===== src/design/tria_pkg.sv =====
// ----------------------------------------------------------------------------
// tria_pkg
// shared types and constants of the two resource interval assigner
// ----------------------------------------------------------------------------
package tria_pkg;

  localparam int unsigned MaxIntervals = 64;
  localparam int unsigned TimeW        = 16;
  localparam int unsigned IndexW       = 6;

  typedef struct packed {
    logic [TimeW-1:0] start_time;
    logic [TimeW-1:0] end_time;
    logic             last_interval;
  } in_t;

  typedef struct packed {
    logic [IndexW-1:0] item_index;
    logic              resource;
    logic              impossible;
    logic              last_result;
  } out_t;

  typedef struct packed {
    logic [TimeW-1:0]  end_time;
    logic [TimeW-1:0]  start_time;
    logic [IndexW-1:0] idx;
  } slot_t;

  // sorted head offered by the front part
  typedef struct packed {
    logic  valid;
    logic  last;
    slot_t slot;
  } head_t;

  // true when slot a sorts strictly after key (end, start)
  function automatic logic slot_after(slot_t a, logic [TimeW-1:0] e, logic [TimeW-1:0] s);
    logic r;
    if (a.end_time != e) r = (a.end_time > e);
    else                 r = (a.start_time > s);
    return r;
  endfunction

endpackage


===== src/design/tria_ram.sv =====
// ----------------------------------------------------------------------------
// tria_ram
// generic single port ram with registered read
// ----------------------------------------------------------------------------
module tria_ram #(
  parameter int unsigned Width = 1,
  parameter int unsigned Depth = 64,
  localparam int unsigned AddrW = (Depth > 1) ? $clog2(Depth) : 1
) (
  input  logic             clk_i,
  input  logic             we_i,
  input  logic [AddrW-1:0] addr_i,
  input  logic [Width-1:0] wdata_i,
  output logic [Width-1:0] rdata_o
);

  logic [Width-1:0] mem_q [Depth];
  logic [Width-1:0] rdata_q;

  always_ff @(posedge clk_i) begin
    if (we_i) begin
      mem_q[addr_i] <= wdata_i;
    end
    rdata_q <= mem_q[addr_i];
  end

  assign rdata_o = rdata_q;

endmodule


===== src/design/tria_back.sv =====
// ----------------------------------------------------------------------------
// tria_back
// back part: greedy walk over the sorted set, then one impossible item or the results in arrival order
// ----------------------------------------------------------------------------
module tria_back import tria_pkg::*; #(
  parameter int unsigned MAX_INTERVALS = MaxIntervals,
  localparam int unsigned CntW  = $clog2(MAX_INTERVALS + 1),
  localparam int unsigned AddrW = (MAX_INTERVALS > 1) ? $clog2(MAX_INTERVALS) : 1
) (
  input  logic  clk_i,
  input  logic  rst_ni,
  input  head_t head_i,
  output logic  pop_o,
  output logic  out_valid_o,
  input  logic  out_stall_i,
  output out_t  out_item_o
);

  typedef enum logic [1:0] {
    WALK,
    IMP,
    EMIT
  } state_e;

  state_e state_q;
  logic [TimeW-1:0] ff0_q, ff1_q;
  logic fail_q, fail_now, res;
  logic [CntW-1:0] n_q, e_q;
  logic rv_q, rlast_q;
  logic [AddrW-1:0] ridx_q;
  out_t fifo_q [2];
  logic [1:0] fcnt_q;
  logic wp_q, rp_q;
  logic push, popo, credit, issue, we;
  out_t push_item;
  logic [AddrW-1:0] addr;
  logic rdata;
  logic f0, f1;

  assign pop_o = head_i.valid && (state_q == WALK);

  always_comb begin
    f0 = head_i.slot.start_time >= ff0_q;
    f1 = head_i.slot.start_time >= ff1_q;
    fail_now = !f0 && !f1;
    if (f0 && f1) res = (ff0_q > ff1_q) ? 1'b0 : 1'b1;
    else          res = !f0;
  end

  assign we     = pop_o && !fail_q && !fail_now;
  assign credit = ({1'b0, fcnt_q} + {2'b0, rv_q}) < 3'd2;
  assign issue  = (state_q == EMIT) && credit;
  assign addr   = (state_q == EMIT) ? e_q[AddrW-1:0] : head_i.slot.idx[AddrW-1:0];

  tria_ram #(.Width(1), .Depth(MAX_INTERVALS)) u_ram (
    .clk_i   (clk_i),
    .we_i    (we),
    .addr_i  (addr),
    .wdata_i (res),
    .rdata_o (rdata)
  );

  always_comb begin
    push = 1'b0;
    push_item = '0;
    if (rv_q) begin
      push = 1'b1;
      push_item.item_index  = IndexW'(ridx_q);
      push_item.resource    = rdata;
      push_item.last_result = rlast_q;
    end else if (state_q == IMP && credit) begin
      push = 1'b1;
      push_item.impossible  = 1'b1;
      push_item.last_result = 1'b1;
    end
  end

  assign out_valid_o = (fcnt_q != 2'd0);
  assign out_item_o  = fifo_q[rp_q];
  assign popo        = out_valid_o && !out_stall_i;

  always_ff @(posedge clk_i) begin
    if (push) fifo_q[wp_q] <= push_item;
    if (issue) begin
      ridx_q  <= e_q[AddrW-1:0];
      rlast_q <= (e_q == n_q - CntW'(1));
    end
  end

  always_ff @(posedge clk_i or negedge rst_ni) begin
    if (!rst_ni) begin
      state_q <= WALK;
      ff0_q   <= '0;
      ff1_q   <= '0;
      fail_q  <= 1'b0;
      n_q     <= '0;
      e_q     <= '0;
      rv_q    <= 1'b0;
      fcnt_q  <= '0;
      wp_q    <= 1'b0;
      rp_q    <= 1'b0;
    end else begin
      rv_q <= issue;
      if (push) wp_q <= !wp_q;
      if (popo) rp_q <= !rp_q;
      fcnt_q <= fcnt_q + {1'b0, push} - {1'b0, popo};
      case (state_q)
        WALK: begin
          if (pop_o) begin
            n_q <= n_q + CntW'(1);
            if (!fail_q && fail_now) fail_q <= 1'b1;
            if (head_i.last) begin
              ff0_q   <= '0;
              ff1_q   <= '0;
              e_q     <= '0;
              state_q <= (fail_q || fail_now) ? IMP : EMIT;
            end else if (we) begin
              if (res) ff1_q <= head_i.slot.end_time;
              else     ff0_q <= head_i.slot.end_time;
            end
          end
        end
        IMP: begin
          if (credit) begin
            fail_q  <= 1'b0;
            n_q     <= '0;
            state_q <= WALK;
          end
        end
        EMIT: begin
          if (issue) begin
            e_q <= e_q + CntW'(1);
            if (e_q == n_q - CntW'(1)) begin
              n_q     <= '0;
              state_q <= WALK;
            end
          end
        end
        default: state_q <= WALK;
      endcase
    end
  end

  a_fifo_bound: assert property (@(posedge clk_i) disable iff (!rst_ni)
    fcnt_q <= 2'd2) else $error("result queue overflow");
  a_no_write_emit: assert property (@(posedge clk_i) disable iff (!rst_ni)
    state_q == EMIT |-> !we) else $error("ram write during emit");
  a_imp_last: assert property (@(posedge clk_i) disable iff (!rst_ni)
    out_valid_o && out_item_o.impossible |-> out_item_o.last_result)
    else $error("impossible result not last");
  a_read_push: assert property (@(posedge clk_i) disable iff (!rst_ni)
    issue |=> push) else $error("read data lost");

endmodule


===== config.mk =====
export PLATFORM = sky130hd
export DESIGN_NAME = tria_back
export DESIGN_NICKNAME = d
export VERILOG_FILES = /design/src/design/tria_pkg.sv /design/src/design/tria_ram.sv /design/src/design/tria_back.sv
export SDC_FILE = /design/constraint.sdc
export NUM_CORES = 1
export LEC_CHECK = 0
export BUFFER_PORTS_ARGS = -buffer_cell sky130_fd_sc_hd__buf_2
export CORE_AREA = 3 3 131 184
export DETAILED_ROUTE_END_ITERATION = 8
export DIE_AREA = 0 0 134 187
export GPL_TIMING_DRIVEN = 0
export SLEW_MARGIN = 15
export SYNTH_ARGS = -nofsm -noshare
export SYNTH_HDL_FRONTEND = slang
export SYNTH_SLANG_ARGS = --single-unit

===== constraint.sdc =====
create_clock -name clk_i -period 13.92 [get_ports clk_i]
set_clock_uncertainty 0.15 [all_clocks]
set_input_delay 1.392 -clock clk_i [delete_from_list [all_inputs] [get_ports clk_i]]
set_output_delay 1.392 -clock clk_i [all_outputs]
set_load 0.1 [all_outputs]

==> results.yml, run 1 <==
layout:
  antenna_cells: 0
  fill_cells: 2200
  regArea_mm2: 0.00404
  area.growth.synth_to_final_pct: 16.2
  layout-drive-gt1-share: 0.145
  fin_nets: 909
  multi_input_area_mm2: 0.00351
clock_network:
  root_buffer: "clkbuf_16"
  cts_sinks: 144
  cts_buffers: 17
  clk_path_buf_depth: 2
  clk_latency_ns: 0.42
  tritoncts: "built"
  clk_pin_slew_ns: 0.06
  hold_buffers: 0
  cts_setup_buffers: 0
  htreeDepth: 4
  ctsResizeCount: 0
synthesis:
  synth_top_area_share: 0.340
  synthArstFlopShare: 0.375
  yosys.area.top_type: "edfxtp_1"
  syn-cell-area_mm2: 0.00787
  synth_flop_cell: "edfxtp_1"
  yosysWarnings: 0
  yosysMostFrequentCell: "edfxtp_1"
  synth-edff-count: 89
  ys_seq_area_frac: 0.514
  avgSynthCellArea_um2: 10.7
  syn_inst: 736
  synthTopCellsByArea: "edfxtp_1 (34%), dfrtp_1 (17%), ha_1 (9.1%), nor2_1 (4.1%), nand2_1 (3.2%)"
  synth_seq_cells: 144
  syn-num-nets: 836
  synthTopCellsByCount: "edfxtp_1 (89), nor2_1 (86), nand2_1 (68)"
  synth.distinct_cells: 66
floorplanning:
  io_pins: 54
  core_mm2: 0.0225
  die_w_um: 134
  rows: 65
  initial_utilization: 0.349
  dieArea_mm2: 0.0251
  die_y_um: 187
route:
  route.detailed.drc: 0
  drt-initial-drc-count: 362
  num_vias: 5946
  finalWirelength_um: 19000
  via_per_inst: 5.29
  ant_nets: 0
  first_pass_iters: 5
  wl_per_cell_um: 16.9
sta:
  setup_viol: 0
  max_slew_margin: 0.353
  rsz0062_at_grt: "no"
  fin_tns_setup_ns: 0
  fin_crit_sh: 0.292
  hold_viol: 0
  fmax_ghz: 0.246
  period_minus_slack_ns: 4.07
  drv_slew: 0
  worstMarginPinSlew_ns: 0.966
worst_setup_path:
  crit_slowest_cell: "a21boi_1"
  critical_path_depth: 9
  path_cells: "buf_2 -> ha_1 -> nand4_1 -> nor3_1 -> nand2_1 -> a31oi_2 -> a21boi_1 -> buf_2 -> o32ai_1"
  path_max_fanout: 10
  startpoint_type: "input pin"
  cp_top_family: "compound AO/OA/AOI/OAI gates"
  end_kind: "flip-flop"
  path_common_cell: "buf_2"
  critPathRequiredTime_ns: 14.02
  crit_type: "input pin to flip-flop"
  worst-path-buf-inv: 2
  reg2reg_from: "state_q[0]$_DFFE_PN0P_"
  reg2reg_setup_slack_ns: 10.40
  rr_endpoint: "u_ram.mem_q[58]$_DFFE_PP_"
  arrival_ns: 4.17
  cp_slowest_stage_delay_ns: 0.59
  reg2regPathDepth: 7
grt:
  grt_pass1_vias: 5913
  grt_max_degree: 55
  grt_pass1_wl_um: 31100
  overflow: 0
  antenna_found_initial: 0
  grtUsageTotal: 0.156
place:
  gp_congestion: 0.818
  portBuffers: 53
  dp_hpwl_um: 13900
pwr:
  clockPowerShare: 0.224
  fin_total_pwr_mw: 2.03
  leakage_nw: 3.62
  peakVddDrop_mv: 0.0879
  p_sw_frac: 0.413
  pwr-share-comb: 0.446
  p_int_mw: 1.19
  seqPwrFrac: 0.330
  power_density_mw_per_mm2: 222
  p_switching_mw: 0.838
job:
  maxCapViolCount: 0
hold_path:
  worstHoldStart: "wp_q$_DFFE_PN0N_"
  hp-class: "flip-flop to flip-flop"
  worstHoldEndpoint: "wp_q$_DFFE_PN0N_"
  hold_depth: 1
run_status:
  status: "finished, final reports clean"
[final cells by class]
class                           instances  share of cell area
Sequential cell                       144               0.442
Timing Repair Buffer                   54              0.0323
Clock buffer                           20              0.0489
Inverter                               58              0.0238
Multi-Input combinational cell        509               0.384
Buffer                                 25              0.0120
Tap cell                              301              0.0412
Clock inverter                         12              0.0156
[registers in the layout, indices dropped and copies added (netlist names), 2 cells and up]
name / count
e_q: 7
fcnt_q: 2
ff0_q: 16
ff1_q: 16
fifo_q: 18
n_q: 7
ridx_q: 6
state_q: 2
u_ram.mem_q: 64
[cell families (layout without fill, tap and decap cells)]
logic type / Yosys count / in the layout / synth area share
AOI/OAI and AO/OA: 184 / 184 / 0.173
buffers and inverters: 83 / 169 / 0.0417
DFF: 144 / 144 / 0.514
muxes: 16 / 16 / 0.0234
and+or+nand+nor: 237 / 237 / 0.140
adders and majority gates: 57 / 57 / 0.0906
xor gates and xnor gates: 15 / 15 / 0.0167
[worst reg2reg max path, stage by stage, from the launching register on]
cell and delay [ns]:
dfrtp_1 0.40, inv_1 0.09, ha_1 0.29, buf_6 0.18, or3b_2 0.49, a21oi_1 0.75, o211ai_1 0.61, nor2_1 0.27
[power by group through the flow]
stage                     combinational [mW]  clock [mW]  sequential, mW
after global routing                    1.02       0.484           0.682
after floorplan                        0.670           0           0.670
final                                  0.905       0.455           0.669
after CTS                              0.913       0.462           0.669
after global placement                 0.869           0           0.691
after detailed placement               0.907           0           0.678
[routing by layer]
layer | part of all wire | global-route usage | routed length [um] | vias up
met5 | 0 | 0 | 0 | -
li1 | - | - | - | 2903
met2 | 0.52 | 0.275 | 9920 | 153
met3 | 0.043 | 0.0296 | 810 | 25
met4 | 0.022 | 0.0550 | 423 | 0
met1 | 0.41 | 0.190 | 7800 | 2865
[per-stage QoR]
step / setup WS [ns] / utilization / area [um2] / hold WS [ns] / instances
global route: 9.63 / 0.406 / 9140 / 0.380 / 1123
finish: 9.85 / 0.406 / 9140 / 0.338 / 1123
global placement: 5.71 / 0.378 / 8510 / 0.320 / 1090
floorplan: 8.01 / - / 7870 / 0.298 / 736
detailed placement: 9.44 / 0.380 / 8550 / 0.328 / 1091
CTS: 9.89 / 0.406 / 9140 / 0.340 / 1123
[layout by cell type (no fill, tap or decap), types with 4 or more instances in the layout]
cell type	n
buf_2	59
nand4_1	8
o21ai_0	14
xor2_1	8
clkinv_2	7
nor3_1	6
edfxtp_1	89
o211ai_1	23
and3_1	5
and2_1	7
nand3_1	14
o31ai_1	4
o22ai_1	4
nor2_1	86
clkbuf_1	18
xnor2_1	7
a21o_1	4
clkbuf_16	17
a221oi_1	4
o32ai_1	10
dfrtp_1	54
o2111ai_1	11
a21oi_1	32
nand2b_1	8
nor2b_1	13
mux2_2	11
o311ai_0	20
a22oi_1	24
ha_1	57
nand2_1	68
inv_1	58
[worst max-delay path by stage]
stage | slack (ns) | from | to
floorplan | 8.01 | head_i[19] | u_ram.mem_q[0]$_DFFE_PP_
detailed placement | 9.44 | head_i[19] | ff0_q[10]$_DFFE_PN0P_
global route | 9.63 | head_i[19] | ff0_q[10]$_DFFE_PN0P_
global placement | 5.71 | head_i[19] | u_ram.mem_q[45]$_DFFE_PP_
finish | 9.85 | head_i[19] | ff0_q[10]$_DFFE_PN0P_
CTS | 9.89 | head_i[19] | ff0_q[10]$_DFFE_PN0P_
(Power assumes the default switching activity.)
==> run 2, diff against run 1 <==
--- a/config.mk
+++ b/config.mk
@@ -5,10 +5,11 @@
 export SDC_FILE = /design/constraint.sdc
 export NUM_CORES = 1
 export LEC_CHECK = 0
+export ABC_AREA = 1
 export BUFFER_PORTS_ARGS = -buffer_cell sky130_fd_sc_hd__buf_2
-export CORE_AREA = 3 3 131 184
+export CORE_AREA = 3 3 134 187
 export DETAILED_ROUTE_END_ITERATION = 8
-export DIE_AREA = 0 0 134 187
+export DIE_AREA = 0 0 137 190
 export GPL_TIMING_DRIVEN = 0
 export SLEW_MARGIN = 15
 export SYNTH_ARGS = -nofsm -noshare
==> constraint.sdc (replaced) <==
create_clock -name clk_i -period 3.8 [get_ports clk_i]
set_clock_uncertainty 0.15 [all_clocks]
set_input_delay 0.38 -clock clk_i [delete_from_list [all_inputs] [get_ports clk_i]]
set_output_delay 0.38 -clock clk_i [all_outputs]
set_load 0.1 [all_outputs]
==> run 2 against run 1 <==
- hold slack lost 0.23 ns
- combinational power rose to 3.8 times the previous value
- sequential share of layout area shrank 1.4 points
- clock-buffer cell count down 3
- clock power rose to 3.8 times the previous value
- first-iteration DRC count rose by 11%
- final cell count increased by 21%
- core utilization decreased by 0.28 points
- critical endpoint is now ff0_q[14]$_DFFE_PN0P_
==> results.yml, run 2 <==
run_status:
  status: "finished, final reports clean"
synthesis:
  yosys.area.top_type: "edfxtp_1"
  synth_top_area_share: 0.327
  synthTopCellsByArea: "edfxtp_1 (33%), dfrtp_1 (17%), nand2_1 (13%), ha_1 (8.7%), inv_1 (6.3%)"
  synth.distinct_cells: 40
  synth_flop_cell: "edfxtp_1"
  synth-edff-count: 89
  synth_seq_cells: 144
  syn-num-nets: 1072
  ys_seq_area_frac: 0.494
  yosysWarnings: 0
  synthArstFlopShare: 0.375
  avgSynthCellArea_um2: 8.41
  syn_inst: 972
  yosysMostFrequentCell: "nand2_1"
  syn-cell-area_mm2: 0.00818
  synthTopCellsByCount: "nand2_1 (273), inv_1 (138), nor2_1 (126)"
clock_network:
  clk_pin_slew_ns: 0.06
  tritoncts: "built"
  clk_path_buf_depth: 2
  htreeDepth: 4
  cts_buffers: 17
  cts_setup_buffers: 0
  cts_sinks: 144
  root_buffer: "clkbuf_16"
  clk_latency_ns: 0.43
worst_setup_path:
  path_max_fanout: 66
  arrival_ns: 3.62
  reg2reg_from: "ff0_q[15]$_DFFE_PN0P_"
  reg2regPathDepth: 11
  critPathRequiredTime_ns: 4.01
  crit_type: "flip-flop to flip-flop"
  startpoint_type: "flip-flop"
  reg2reg_setup_slack_ns: 0.39
  rr_endpoint: "ff0_q[14]$_DFFE_PN0P_"
  end_kind: "flip-flop"
layout:
  fin_nets: 1144
  layout_commonest_cell: "nand2_1"
  top_regs: "u_ram.mem_q (64), fifo_q (18)"
  area.growth.synth_to_final_pct: 15.6
  layout_common_cells: "nand2_1 (273), inv_1 (138), nor2_1 (126)"
  top_register: "u_ram.mem_q"
  antenna_cells: 0
  largest_register_ff_count: 64
  fill_cells: 2405
  layout-drive-gt1-share: 0.131
  finalInstanceArea_mm2: 0.00945
route:
  num_vias: 6341
  via_per_inst: 4.65
  ant_nets: 0
  finalWirelength_um: 18700
  route.detailed.drc: 0
  wl_per_cell_um: 13.7
  first_pass_iters: 5
  drt-initial-drc-count: 401
pwr:
  fin_total_pwr_mw: 7.48
  leakage_nw: 4.40
  peakVddDrop_mv: 0.392
  power_density_mw_per_mm2: 791
sta:
  fin_crit_sh: 0.898
  fin_tns_setup_ns: 0
  fmax_ghz: 0.293
  period_minus_slack_ns: 3.41
  setup_viol: 0
  worstMarginPinSlew_ns: 1.12
  max_slew_margin: 0.251
  hold_ws_ns: 0.104
  hold_viol: 0
  rsz0062_at_grt: "no"
  drv_slew: 0
floorplanning:
  die_y_um: 190
  dieArea_mm2: 0.0260
  rows: 66
  initial_utilization: 0.349
  io_pins: 54
  core_mm2: 0.0235
  die_w_um: 137
grt:
  grt_pass1_wl_um: 31100
  antenna_found_initial: 1
  grt_max_degree: 67
  overflow: 0
  grt_pass1_vias: 6550
  grtUsageTotal: 0.152
place:
  gp_congestion: 0.831
  dp_hpwl_um: 13900
  dpl_cell_area_mm2: 0.00882
  portBuffers: 52
job:
  maxCapViolCount: 0
hold_path:
  worstHoldEndpoint: "rp_q$_DFFE_PN0P_"
  worstHoldStart: "out_stall_i"
  hold_depth: 3
  hp-class: "input pin to flip-flop"
[run 2: changes by cell type after synthesis, sizes merged, moves of 8 or more]
cell     change
o211ai      -23
nand3       +43
o32ai       -10
o21ai       +23
nor2b       -13
nor2        +49
mux2        -13
nand2b       -8
inv         +86
a22oi       -19
o2111ai     -11
o311ai      -21
clkbuf      -10
nand2      +212
[run 2: timing repair]
item,in CTS,in global routing
endpoints found under the hold margin,54,0
hold buffers,1,0
resized for setup,0,0
[run 2: report_power, final]
group / internal [mW] / switching (mW) / total, mW
combinational: 0.937 / 2.47 / 3.41
sequential: 2.19 / 0.172 / 2.36
clock: 0.946 / 0.762 / 1.71
total: 4.08 / 3.40 / 7.48
[run 2: worst max path at each step]
stage / endpoint / slack [ns] / startpoint / cells after the start
global placement: ff0_q[10]$_DFFE_PN0P_ / 0.42 / head_i[21] / 11
CTS: ff0_q[14]$_DFFE_PN0P_ / 0.38 / ff0_q[15]$_DFFE_PN0P_ / 11
floorplan: ff1_q[0]$_DFFE_PN0P_ / 1.34 / head_i[13] / 16
detailed placement: ff0_q[14]$_DFFE_PN0P_ / 0.38 / head_i[21] / 11
finish: ff0_q[14]$_DFFE_PN0P_ / 0.39 / ff0_q[15]$_DFFE_PN0P_ / 11
global route: ff0_q[14]$_DFFE_PN0P_ / 0.12 / ff0_q[15]$_DFFE_PN0P_ / 11
[run 2: cells by family (layout without fill, tap and decap cells)]
group | Yosys count | count (layout) | share of synthesized area
flops | 144 | 144 | 0.494
simple gates | 497 | 497 | 0.256
fa+ha+maj | 57 | 57 | 0.0872
buf+inv | 166 | 251 | 0.0828
compound gates | 96 | 96 | 0.0667
xor+xnor | 12 | 12 | 0.0129
[run 2: metal layers]
metal  routed length [um]  track usage  share of wire  vias up
li1                     -            -              -     3264
met1                 7960        0.175           0.43     2958
met2                 9800        0.281           0.52       91
met3                  628       0.0307          0.034       26
met4                  293       0.0415          0.016        2
met5                   11            0        0.00059        -
[run 2: layout make-up]
type                            instances  area, um2  area share
Sequential cell                       144       4040       0.428
Multi-Input combinational cell        662       3460       0.366
Buffer                                 21        130      0.0138
Clock buffer                           17        425      0.0450
Clock inverter                         15        193      0.0204
Inverter                              145        547      0.0579
Timing Repair Buffer                   53        273      0.0289
Tap cell                              306        383      0.0405
[run 2: worst max-delay path: stages (launching register included)]
cell,delay (ns)
dfrtp_1,0.40
inv_1,0.06
ha_1,0.29
nand2_1,0.10
nor3_1,0.41
nand2_1,0.11
nand2_1,0.12
nand2_2,0.63
o21ai_2,0.65
buf_4,0.28
nand2_1,0.07
nand2_1,0.07
[run 2: stage by stage]
stage / setup slack (ns) / instances / util
detailed placement: 0.376 / 1330 / 0.376
finish: 0.387 / 1363 / 0.403
global placement: 0.416 / 1330 / 0.376
CTS: 0.379 / 1363 / 0.403
floorplan: 1.34 / 972 / -
global route: 0.123 / 1363 / 0.403
